[config.mk]
export PLATFORM = sky130hd
export DESIGN_NAME = can_encoder_count_reporter_core
export DESIGN_NICKNAME = d
export VERILOG_FILES = /design/src/rtl/cerc_pkg.sv /design/src/rtl/cerc_resp_queue.sv /design/src/rtl/can_encoder_count_reporter_core.sv
export SDC_FILE = /design/constraint.sdc
export NUM_CORES = 1
export LEC_CHECK = 0
export CAP_MARGIN = 5
export CORE_UTILIZATION = 63
export CTS_BUF_LIST = sky130_fd_sc_hd__clkbuf_4
export CTS_CLUSTER_DIAMETER = 40
export DETAILED_ROUTE_END_ITERATION = 8
export DONT_BUFFER_PORTS = 1
export PLACE_DENSITY = 0.77
export SLEW_MARGIN = 20
export SYNTH_ARGS = -nofsm -noshare
export SYNTH_HDL_FRONTEND = slang
export SYNTH_SLANG_ARGS = --single-unit
[constraint.sdc]
create_clock -name clock -period 15.2 [get_ports clock]
set_input_delay 3.04 -clock clock [delete_from_list [all_inputs] [get_ports clock]]
set_output_delay 3.04 -clock clock [all_outputs]
set_load 0.005 [all_outputs]
[src/rtl/cerc_pkg.sv]
// ---------------------------------------------------------------------------
// cerc_pkg
// Types and constants shared by the encoder count reporter modules.
// ---------------------------------------------------------------------------
package cerc_pkg;

   // report mode selected by the period command
   typedef enum logic [1:0] {
      MODE_NONE     = 2'd0,
      MODE_PERIODIC = 2'd1,
      MODE_REQUEST  = 2'd2
   } mode_type;

   localparam logic [10:0] TX_ID_RESET    = 11'h440;
   localparam logic [10:0] FILTER_OFFSET  = 11'h040;
   localparam logic [11:0] REQUEST_OFFSET = 12'h001;
   localparam logic [15:0] PERIOD_REQUEST = 16'hFFFF;
   localparam logic [15:0] ELAPSED_MAX    = 16'hFFFF;

   // frame lengths, and command codes carried in the first data byte
   localparam logic [3:0] LEN_ARM    = 4'd1;
   localparam logic [3:0] LEN_ASK    = 4'd2;
   localparam logic [3:0] LEN_PERIOD = 4'd3;
   localparam logic [7:0] CMD_ARM    = 8'd0;
   localparam logic [7:0] CMD_PERIOD = 8'd1;

   // result queue geometry
   localparam int unsigned QUEUE_DEPTH = 4;
   localparam int unsigned QUEUE_AW    = $clog2(QUEUE_DEPTH);
   localparam int unsigned QUEUE_CW    = $clog2(QUEUE_DEPTH + 1);

   // one result beat
   typedef struct packed {
      logic signed [31:0] count_delta;
      logic               reply_kind;
      logic               is_last;
   } rslt_type;

   // queue write strobes for one item
   typedef struct packed {
      logic wr0;
      logic wr1;
   } push_type;

endpackage

[src/rtl/cerc_resp_queue.sv]
// ---------------------------------------------------------------------------
// cerc_resp_queue
// Small result queue: up to two beats written per cycle, one read.
// ---------------------------------------------------------------------------
module cerc_resp_queue (
   input  logic                                 clock,
   input  logic                                 reset,
   input  cerc_pkg::push_type                   push,
   input  cerc_pkg::rslt_type                   rslt0,
   input  cerc_pkg::rslt_type                   rslt1,
   input  logic                                 pop,
   output cerc_pkg::rslt_type                   head,
   output logic [cerc_pkg::QUEUE_CW-1:0]        level
);
   import cerc_pkg::*;

   rslt_type              mem [QUEUE_DEPTH];
   logic [QUEUE_AW-1:0]   wr_ptr_ff, wr_ptr_in;
   logic [QUEUE_AW-1:0]   rd_ptr_ff, rd_ptr_in;
   logic [QUEUE_CW-1:0]   cnt_ff, cnt_in;
   logic [QUEUE_AW-1:0]   wr_ptr_nx;

   // pointer and level update
   always_comb begin
      wr_ptr_nx = wr_ptr_ff + QUEUE_AW'(1);
      wr_ptr_in = wr_ptr_ff + QUEUE_AW'(push.wr0) + QUEUE_AW'(push.wr1);
      rd_ptr_in = rd_ptr_ff + QUEUE_AW'(pop);
      cnt_in    = cnt_ff + QUEUE_CW'(push.wr0) + QUEUE_CW'(push.wr1) - QUEUE_CW'(pop);
   end

   always_ff @(posedge clock) begin
      if (reset) begin
         wr_ptr_ff <= '0;
         rd_ptr_ff <= '0;
         cnt_ff    <= '0;
      end else begin
         wr_ptr_ff <= wr_ptr_in;
         rd_ptr_ff <= rd_ptr_in;
         cnt_ff    <= cnt_in;
      end
   end

   // storage, no reset
   always_ff @(posedge clock) begin
      if (push.wr0) begin
         mem[wr_ptr_ff] <= rslt0;
      end
      if (push.wr1) begin
         mem[wr_ptr_nx] <= rslt1;
      end
   end

   assign head  = mem[rd_ptr_ff];
   assign level = cnt_ff;

endmodule

[src/rtl/can_encoder_count_reporter_core.sv]
// ---------------------------------------------------------------------------
// can_encoder_count_reporter_core
// Filters CAN command frames, tracks the encoder reference and report
// period, and emits count reports on millisecond ticks.
// ---------------------------------------------------------------------------
//  Channel | Direction | Handshake           | Beat
//  req_    | in        | req_valid/req_stall | frame or tick, live count
//  rsp_    | out       | rsp_valid/rsp_stall | count delta, kind, last flag
//  csr_    | in        | csr_valid/csr_ready | tx_id write
//
// One item is taken per cycle while req_stall is low; its state update and
// results settle in the same cycle and land in a four-entry result queue.
// req_stall rises while three or more results wait, so a tick that makes two
// results always finds room; with rsp_stall low the queue drains one a cycle.
// Synchronous reset clears the control state and empties the queue; tx_id
// returns to 0x440 and the period to 0xFFFF. csr_ready is always high.
// ---------------------------------------------------------------------------
module can_encoder_count_reporter_core (
   input  logic               clock,
   input  logic               reset,
   // request channel
   input  logic               req_valid,
   output logic               req_stall,
   input  logic               req_kind,
   input  logic [10:0]        req_frame_id,
   input  logic [3:0]         req_frame_length,
   input  logic [7:0]         req_byte0,
   input  logic [7:0]         req_byte1,
   input  logic [7:0]         req_byte2,
   input  logic signed [31:0] req_encoder_count,
   // result channel
   output logic               rsp_valid,
   input  logic               rsp_stall,
   output logic signed [31:0] rsp_count_delta,
   output logic               rsp_reply_kind,
   output logic               rsp_is_last,
   // configuration
   input  logic               csr_valid,
   output logic               csr_ready,
   input  logic [10:0]        csr_tx_id
);
   import cerc_pkg::*;

   logic [10:0]   tx_id_ff, tx_id_in;
   logic          armed_ff, armed_in;
   mode_type      mode_ff, mode_in;
   logic [31:0]   ref_ff, ref_in;
   logic [15:0]   period_ff, period_in;
   logic [15:0]   elapsed_ff, elapsed_in;
   logic          pending_ff, pending_in;

   logic          accept;
   logic          is_frame, is_tick;
   logic          id_match;
   logic [11:0]   req_id_ext;
   logic          do_arm, do_period, do_ask;
   logic [15:0]   period_cmd;
   logic [15:0]   elapsed_inc;
   logic          fire_periodic, fire_request;
   logic [31:0]   delta;
   push_type      push;
   rslt_type      rslt0, rslt1, head;
   logic [QUEUE_CW-1:0] level;

   assign accept    = req_valid && !req_stall;
   assign is_frame  = accept && !req_kind;
   assign is_tick   = accept && req_kind;
   assign csr_ready = 1'b1;

   // receive filter
   always_comb begin
      req_id_ext = {1'b0, req_frame_id};
      unique case (mode_ff)
         MODE_REQUEST: id_match = (req_id_ext == ({1'b0, tx_id_ff} + REQUEST_OFFSET));
         default:      id_match = (tx_id_ff >= FILTER_OFFSET) &&
                                  (req_frame_id == (tx_id_ff - FILTER_OFFSET));
      endcase
   end

   // command decode
   always_comb begin
      period_cmd = {req_byte2, req_byte1};
      do_arm     = is_frame && id_match && (req_frame_length == LEN_ARM) &&
                   (req_byte0 == CMD_ARM);
      do_period  = is_frame && id_match && (req_frame_length == LEN_PERIOD) &&
                   (req_byte0 == CMD_PERIOD) && armed_ff;
      do_ask     = is_frame && id_match && (req_frame_length == LEN_ASK);
   end

   // tick timing and report decisions
   always_comb begin
      elapsed_inc   = (elapsed_ff == ELAPSED_MAX) ? elapsed_ff : elapsed_ff + 16'd1;
      fire_periodic = is_tick && armed_ff && (mode_ff == MODE_PERIODIC) &&
                      (elapsed_inc >= period_ff);
      fire_request  = is_tick && armed_ff && pending_ff;
      delta         = req_encoder_count - ref_ff;
   end

   // next state of the report mode
   always_comb begin
      mode_in = mode_ff;
      if (do_period) begin
         mode_in = (period_cmd == PERIOD_REQUEST) ? MODE_REQUEST : MODE_PERIODIC;
      end
   end

   // next values of the remaining state
   always_comb begin
      tx_id_in   = (csr_valid && csr_ready) ? csr_tx_id : tx_id_ff;
      armed_in   = armed_ff || do_arm;
      ref_in     = do_arm ? req_encoder_count : ref_ff;
      period_in  = do_period ? period_cmd : period_ff;
      pending_in = pending_ff;
      if (do_ask) begin
         pending_in = 1'b1;
      end else if (fire_request) begin
         pending_in = 1'b0;
      end
      elapsed_in = elapsed_ff;
      if (is_tick) begin
         elapsed_in = fire_periodic ? 16'd0 : elapsed_inc;
      end
   end

   // result beats for this item
   always_comb begin
      push.wr0          = fire_periodic || fire_request;
      push.wr1          = fire_periodic && fire_request;
      rslt0.count_delta = $signed(delta);
      rslt0.reply_kind  = !fire_periodic;
      rslt0.is_last     = !(fire_periodic && fire_request);
      rslt1.count_delta = $signed(delta);
      rslt1.reply_kind  = 1'b1;
      rslt1.is_last     = 1'b1;
   end

   always_ff @(posedge clock) begin
      if (reset) begin
         tx_id_ff   <= TX_ID_RESET;
         armed_ff   <= 1'b0;
         mode_ff    <= MODE_NONE;
         ref_ff     <= '0;
         period_ff  <= PERIOD_REQUEST;
         elapsed_ff <= '0;
         pending_ff <= 1'b0;
      end else begin
         tx_id_ff   <= tx_id_in;
         armed_ff   <= armed_in;
         mode_ff    <= mode_in;
         ref_ff     <= ref_in;
         period_ff  <= period_in;
         elapsed_ff <= elapsed_in;
         pending_ff <= pending_in;
      end
   end

   // result queue
   cerc_resp_queue u_queue (
      .clock (clock),
      .reset (reset),
      .push  (push),
      .rslt0 (rslt0),
      .rslt1 (rslt1),
      .pop   (rsp_valid && !rsp_stall),
      .head  (head),
      .level (level)
   );

   assign req_stall       = (level > QUEUE_CW'(QUEUE_DEPTH - 2));
   assign rsp_valid       = (level != '0);
   assign rsp_count_delta = head.count_delta;
   assign rsp_reply_kind  = head.reply_kind;
   assign rsp_is_last     = head.is_last;

endmodule

==> flow_summary.yaml <==
worst_setup_path:
  worst_path_max_delay_cell: "nor4_1"
  critPathMaxStageDelay_ns: 0.77
  regToRegStartpoint: "elapsed_ff[0]"
  cp_data_arrival_time_ns: 6.83
  start_kind: "register"
  reg2reg_slack_ns: 8.76
  crit_path_end_kind: "register"
  critical_path_class: "reg2reg"
  reg2reg_to: "u_queue.mem[0][6]"
  crit_chain: "ha_1, nand2_1, nor4_1, nand3b_1, nor3b_1, and3_1, xor2_1, ha_1, a21oi_1, nor2_1, a2111oi_0, o211ai_1, and3b_1, nand3_1, and3_1, buf_4, inv_1, buf_4"
  path_max_fanout: 34
  crit_required_ns: 15.59
  ff2ff_path_depth: 18
clock_network:
  cts_hold_buffers: 0
  cts_setup_buffers: 0
  clockRootBuffer: "clkbuf_4"
  cts_tree: "built"
  h-tree-depth: 2
  clock-sinks: 222
  cts_buffers: 57
  cts_resized: 0
  cts_buffer_depth: 3
  clock_latency_ns: 0.69
  path_clk_slew_ns: 0.06
logic_synthesis:
  yosysUniqueCellTypes: 65
  synth_edf_count: 128
  synth.area.top_cells: "edfxtp_1 (32%), dfxtp_1 (16%), nor2_1 (6.5%), mux4_2 (6.3%), ha_1 (5.8%)"
  ys_ff_latch: 222
  yosysSeqAreaShare_pct: 47.3
  synthFlopType: "edfxtp_1"
  synth_top_area_share_pct: 31.7
  synth_top_area_cell: "edfxtp_1"
  synthCells: 1192
  syn_nets: 1340
  syn_area_per_cell_um2: 10.2
  yosys_warnings: 0
  synth-async-reset-ratio_pct: 0
  syn_area_um2: 12100
timing:
  clock_skew_ns: 0.0556
  worstMarginPinSlew_ns: 1.07
  rsz0062_at_grt: "false"
  slew_viol_final: 0
  post-route-period-util_pct: 42.4
  hold_viol: 0
  setup_viol: 0
  max_freq_mhz: 155
  holdWs_ns: 0.447
  relSlewSlack_pct: 28.4
  final.setup.tns_ns: 0
  period_minus_slack_ns: 6.44
outcome:
  status: "finished clean"
place:
  dpl_cell_area_um2: 12200
  hpwl_um: 18400
  port_buffers: 0
  gp_congestion: 0.878
power_and_ir_drop:
  finalPower_mw: 1.34
  vdd_drop_max_mv: 0.0660
  p_leak_nw: 4.57
  powerDensity_nw_per_um2: 103
drt:
  drtPass1Iterations: 5
  vias: 8935
  antenna_left: 0
  wl_per_cell_um: 18.4
  routed_wl_um: 27200
  vias_per_cell: 6.03
  drt_iter0_markers: 740
  route.detailed.drc: 0
hold_path:
  holdPathEnd: "u_queue.mem[2][1]"
  hold_path_class: "reg2reg"
  whs_path_depth: 2
  worstHoldStart: "u_queue.mem[2][1]"
global_routing:
  grt_overflow: 0
  grt_use_total_pct: 28.1
  grt_pass1_wl_um: 43700
  grt_max_degree: 86
  antenna_found_initial: 1
  grt_pass1_vias: 8660
layout:
  drive_gt1_share_pct: 14.0
  area_delta_synth_final_pct: 7.36
  num-nets-final: 1348
  fin_area_um2: 13000
  fillers: 1413
die:
  ios: 125
  initial_core_util_pct: 64.5
  core_um2: 18800
  fp.dieW_um: 141
  die_h_um: 141
  die_area_um2: 19800
  num_rows: 50
run:
  maxCapViolations: 0
worst max-delay path, delay by kind of cell (launching register included):
| family | cells | cell delay [ns] |
|---|---|---|
| simple gates | 9 | 3.08 |
| flops | 1 | 0.41 |
| xor+xnor | 1 | 0.15 |
| buf+inv | 3 | 1.07 |
| compound gates | 3 | 1.00 |
| fa+ha+maj | 2 | 0.42 |
layout by cell type (no fill, tap or decap), types with 6 or more instances in the layout:
master / synthesis / routed
nor2_1: 211 / 211
edfxtp_1: 128 / 128
dfxtp_1: 94 / 93
clkbuf_4: 0 / 93
inv_1: 73 / 73
a21oi_1: 66 / 66
nand2_1: 63 / 63
ha_1: 56 / 56
mux2i_1: 46 / 46
o21ai_0: 41 / 41
xnor2_1: 35 / 35
mux4_2: 34 / 34
nand3_1: 31 / 31
a31oi_1: 29 / 29
xor2_1: 22 / 22
nor3_1: 20 / 19
a21o_1: 17 / 17
and3_1: 14 / 14
nor3_2: 13 / 13
buf_4: 4 / 12
nand2b_1: 11 / 11
nand4_1: 10 / 10
o211ai_1: 10 / 10
nand3b_1: 9 / 9
nor2b_1: 9 / 9
o21a_1: 8 / 8
clkinv_1: 1 / 8
and2_1: 7 / 7
nor4_1: 6 / 6
nor3b_1: 6 / 6
stage by stage:
step	utilization (%)	std cells	setup slack (ns)
after floorplan	-	1192	9.12
after global placement	65.2	1375	8.53
after detailed placement	65.2	1375	8.44
after CTS	69.3	1481	8.85
after global routing	69.3	1482	8.13
final	69.3	1482	8.76
sequential cells by signal (all words and copies together), names as in the netlist:
register	flops
u_queue.wr_ptr_ff	2
elapsed_ff	16
pending_ff	1
ref_ff	32
armed_ff	1
u_queue.mem	136
u_queue.level	3
tx_id_ff	11
period_ff	16
u_queue.rd_ptr_ff	2
mode_ff	2
cell families after synthesis:
group,after synthesis,share of synthesized area (%)
DFF,222,47.3
adders and majority gates,60,6.44
AOI/OAI and AO/OA,205,10.5
xor gates and xnor gates,58,4.26
and+or+nand+nor,427,16.6
buffers and inverters,137,4.59
other,1,0.0310
muxes,82,10.3
worst max-delay path by stage:
| stage | depth (start not counted) | to | slack, ns | start |
|---|---|---|---|---|
| detailed placement | 9 | u_queue.mem[0][7] | 8.44 | req_valid |
| CTS | 18 | u_queue.mem[0][6] | 8.85 | elapsed_ff[0] |
| floorplan | 15 | u_queue.level[2] | 9.12 | req_valid |
| global route | 18 | u_queue.mem[0][13] | 8.13 | elapsed_ff[0] |
| finish | 18 | u_queue.mem[0][6] | 8.76 | elapsed_ff[0] |
| global placement | 9 | u_queue.mem[0][8] | 8.53 | req_valid |
cell usage after synthesis, types with 3 or more instances:
cell       instances
a211o_1            3
a211oi_1           4
a21o_1            17
a21oi_1           66
a2bb2oi_1          4
a31o_2             3
a31oi_1           29
and2_1             7
and3_1            14
buf_1              6
buf_2              3
buf_4              4
buf_6              3
clkbuf_1          47
dfxtp_1           94
edfxtp_1         128
fa_1               4
ha_1              56
inv_1             73
mux2i_1           46
mux4_2            34
nand2_1           63
nand2b_1          11
nand3_1           31
nand3b_1           9
nand4_1           10
nor2_1           211
nor2b_1            9
nor3_1            20
nor3_2            13
nor3b_1            6
nor4_1             6
o211ai_1          10
o21a_1             8
o21ai_0           41
or2_2              5
or3_1              4
xnor2_1           35
xor2_1            22
per-layer routing:
layer | global-route usage (%) | part of all wire (%)
met2 | 45.4 | 47
met4 | 11.5 | 2.9
met1 | 36.9 | 43
met5 | 0 | 0
met3 | 6.05 | 7.0
where the power goes:
part / switching [mW] / internal, mW
registers: 0.00764 / 0.636
logic: 0.103 / 0.0707
clock network: 0.244 / 0.277
final cells by class:
class	count	area [um^2]	area share, %
antenna	1	2.50	0.0192
clock buffer	93	698	5.37
clock inverter	13	61.3	0.471
inverter	74	278	2.14
multi-input combinational	833	5860	45.0
sequential	222	5730	44.0
tap	234	293	2.25
timing repair buffer	12	90.1	0.693
Note: power is estimated with default switching activity, not from simulation.
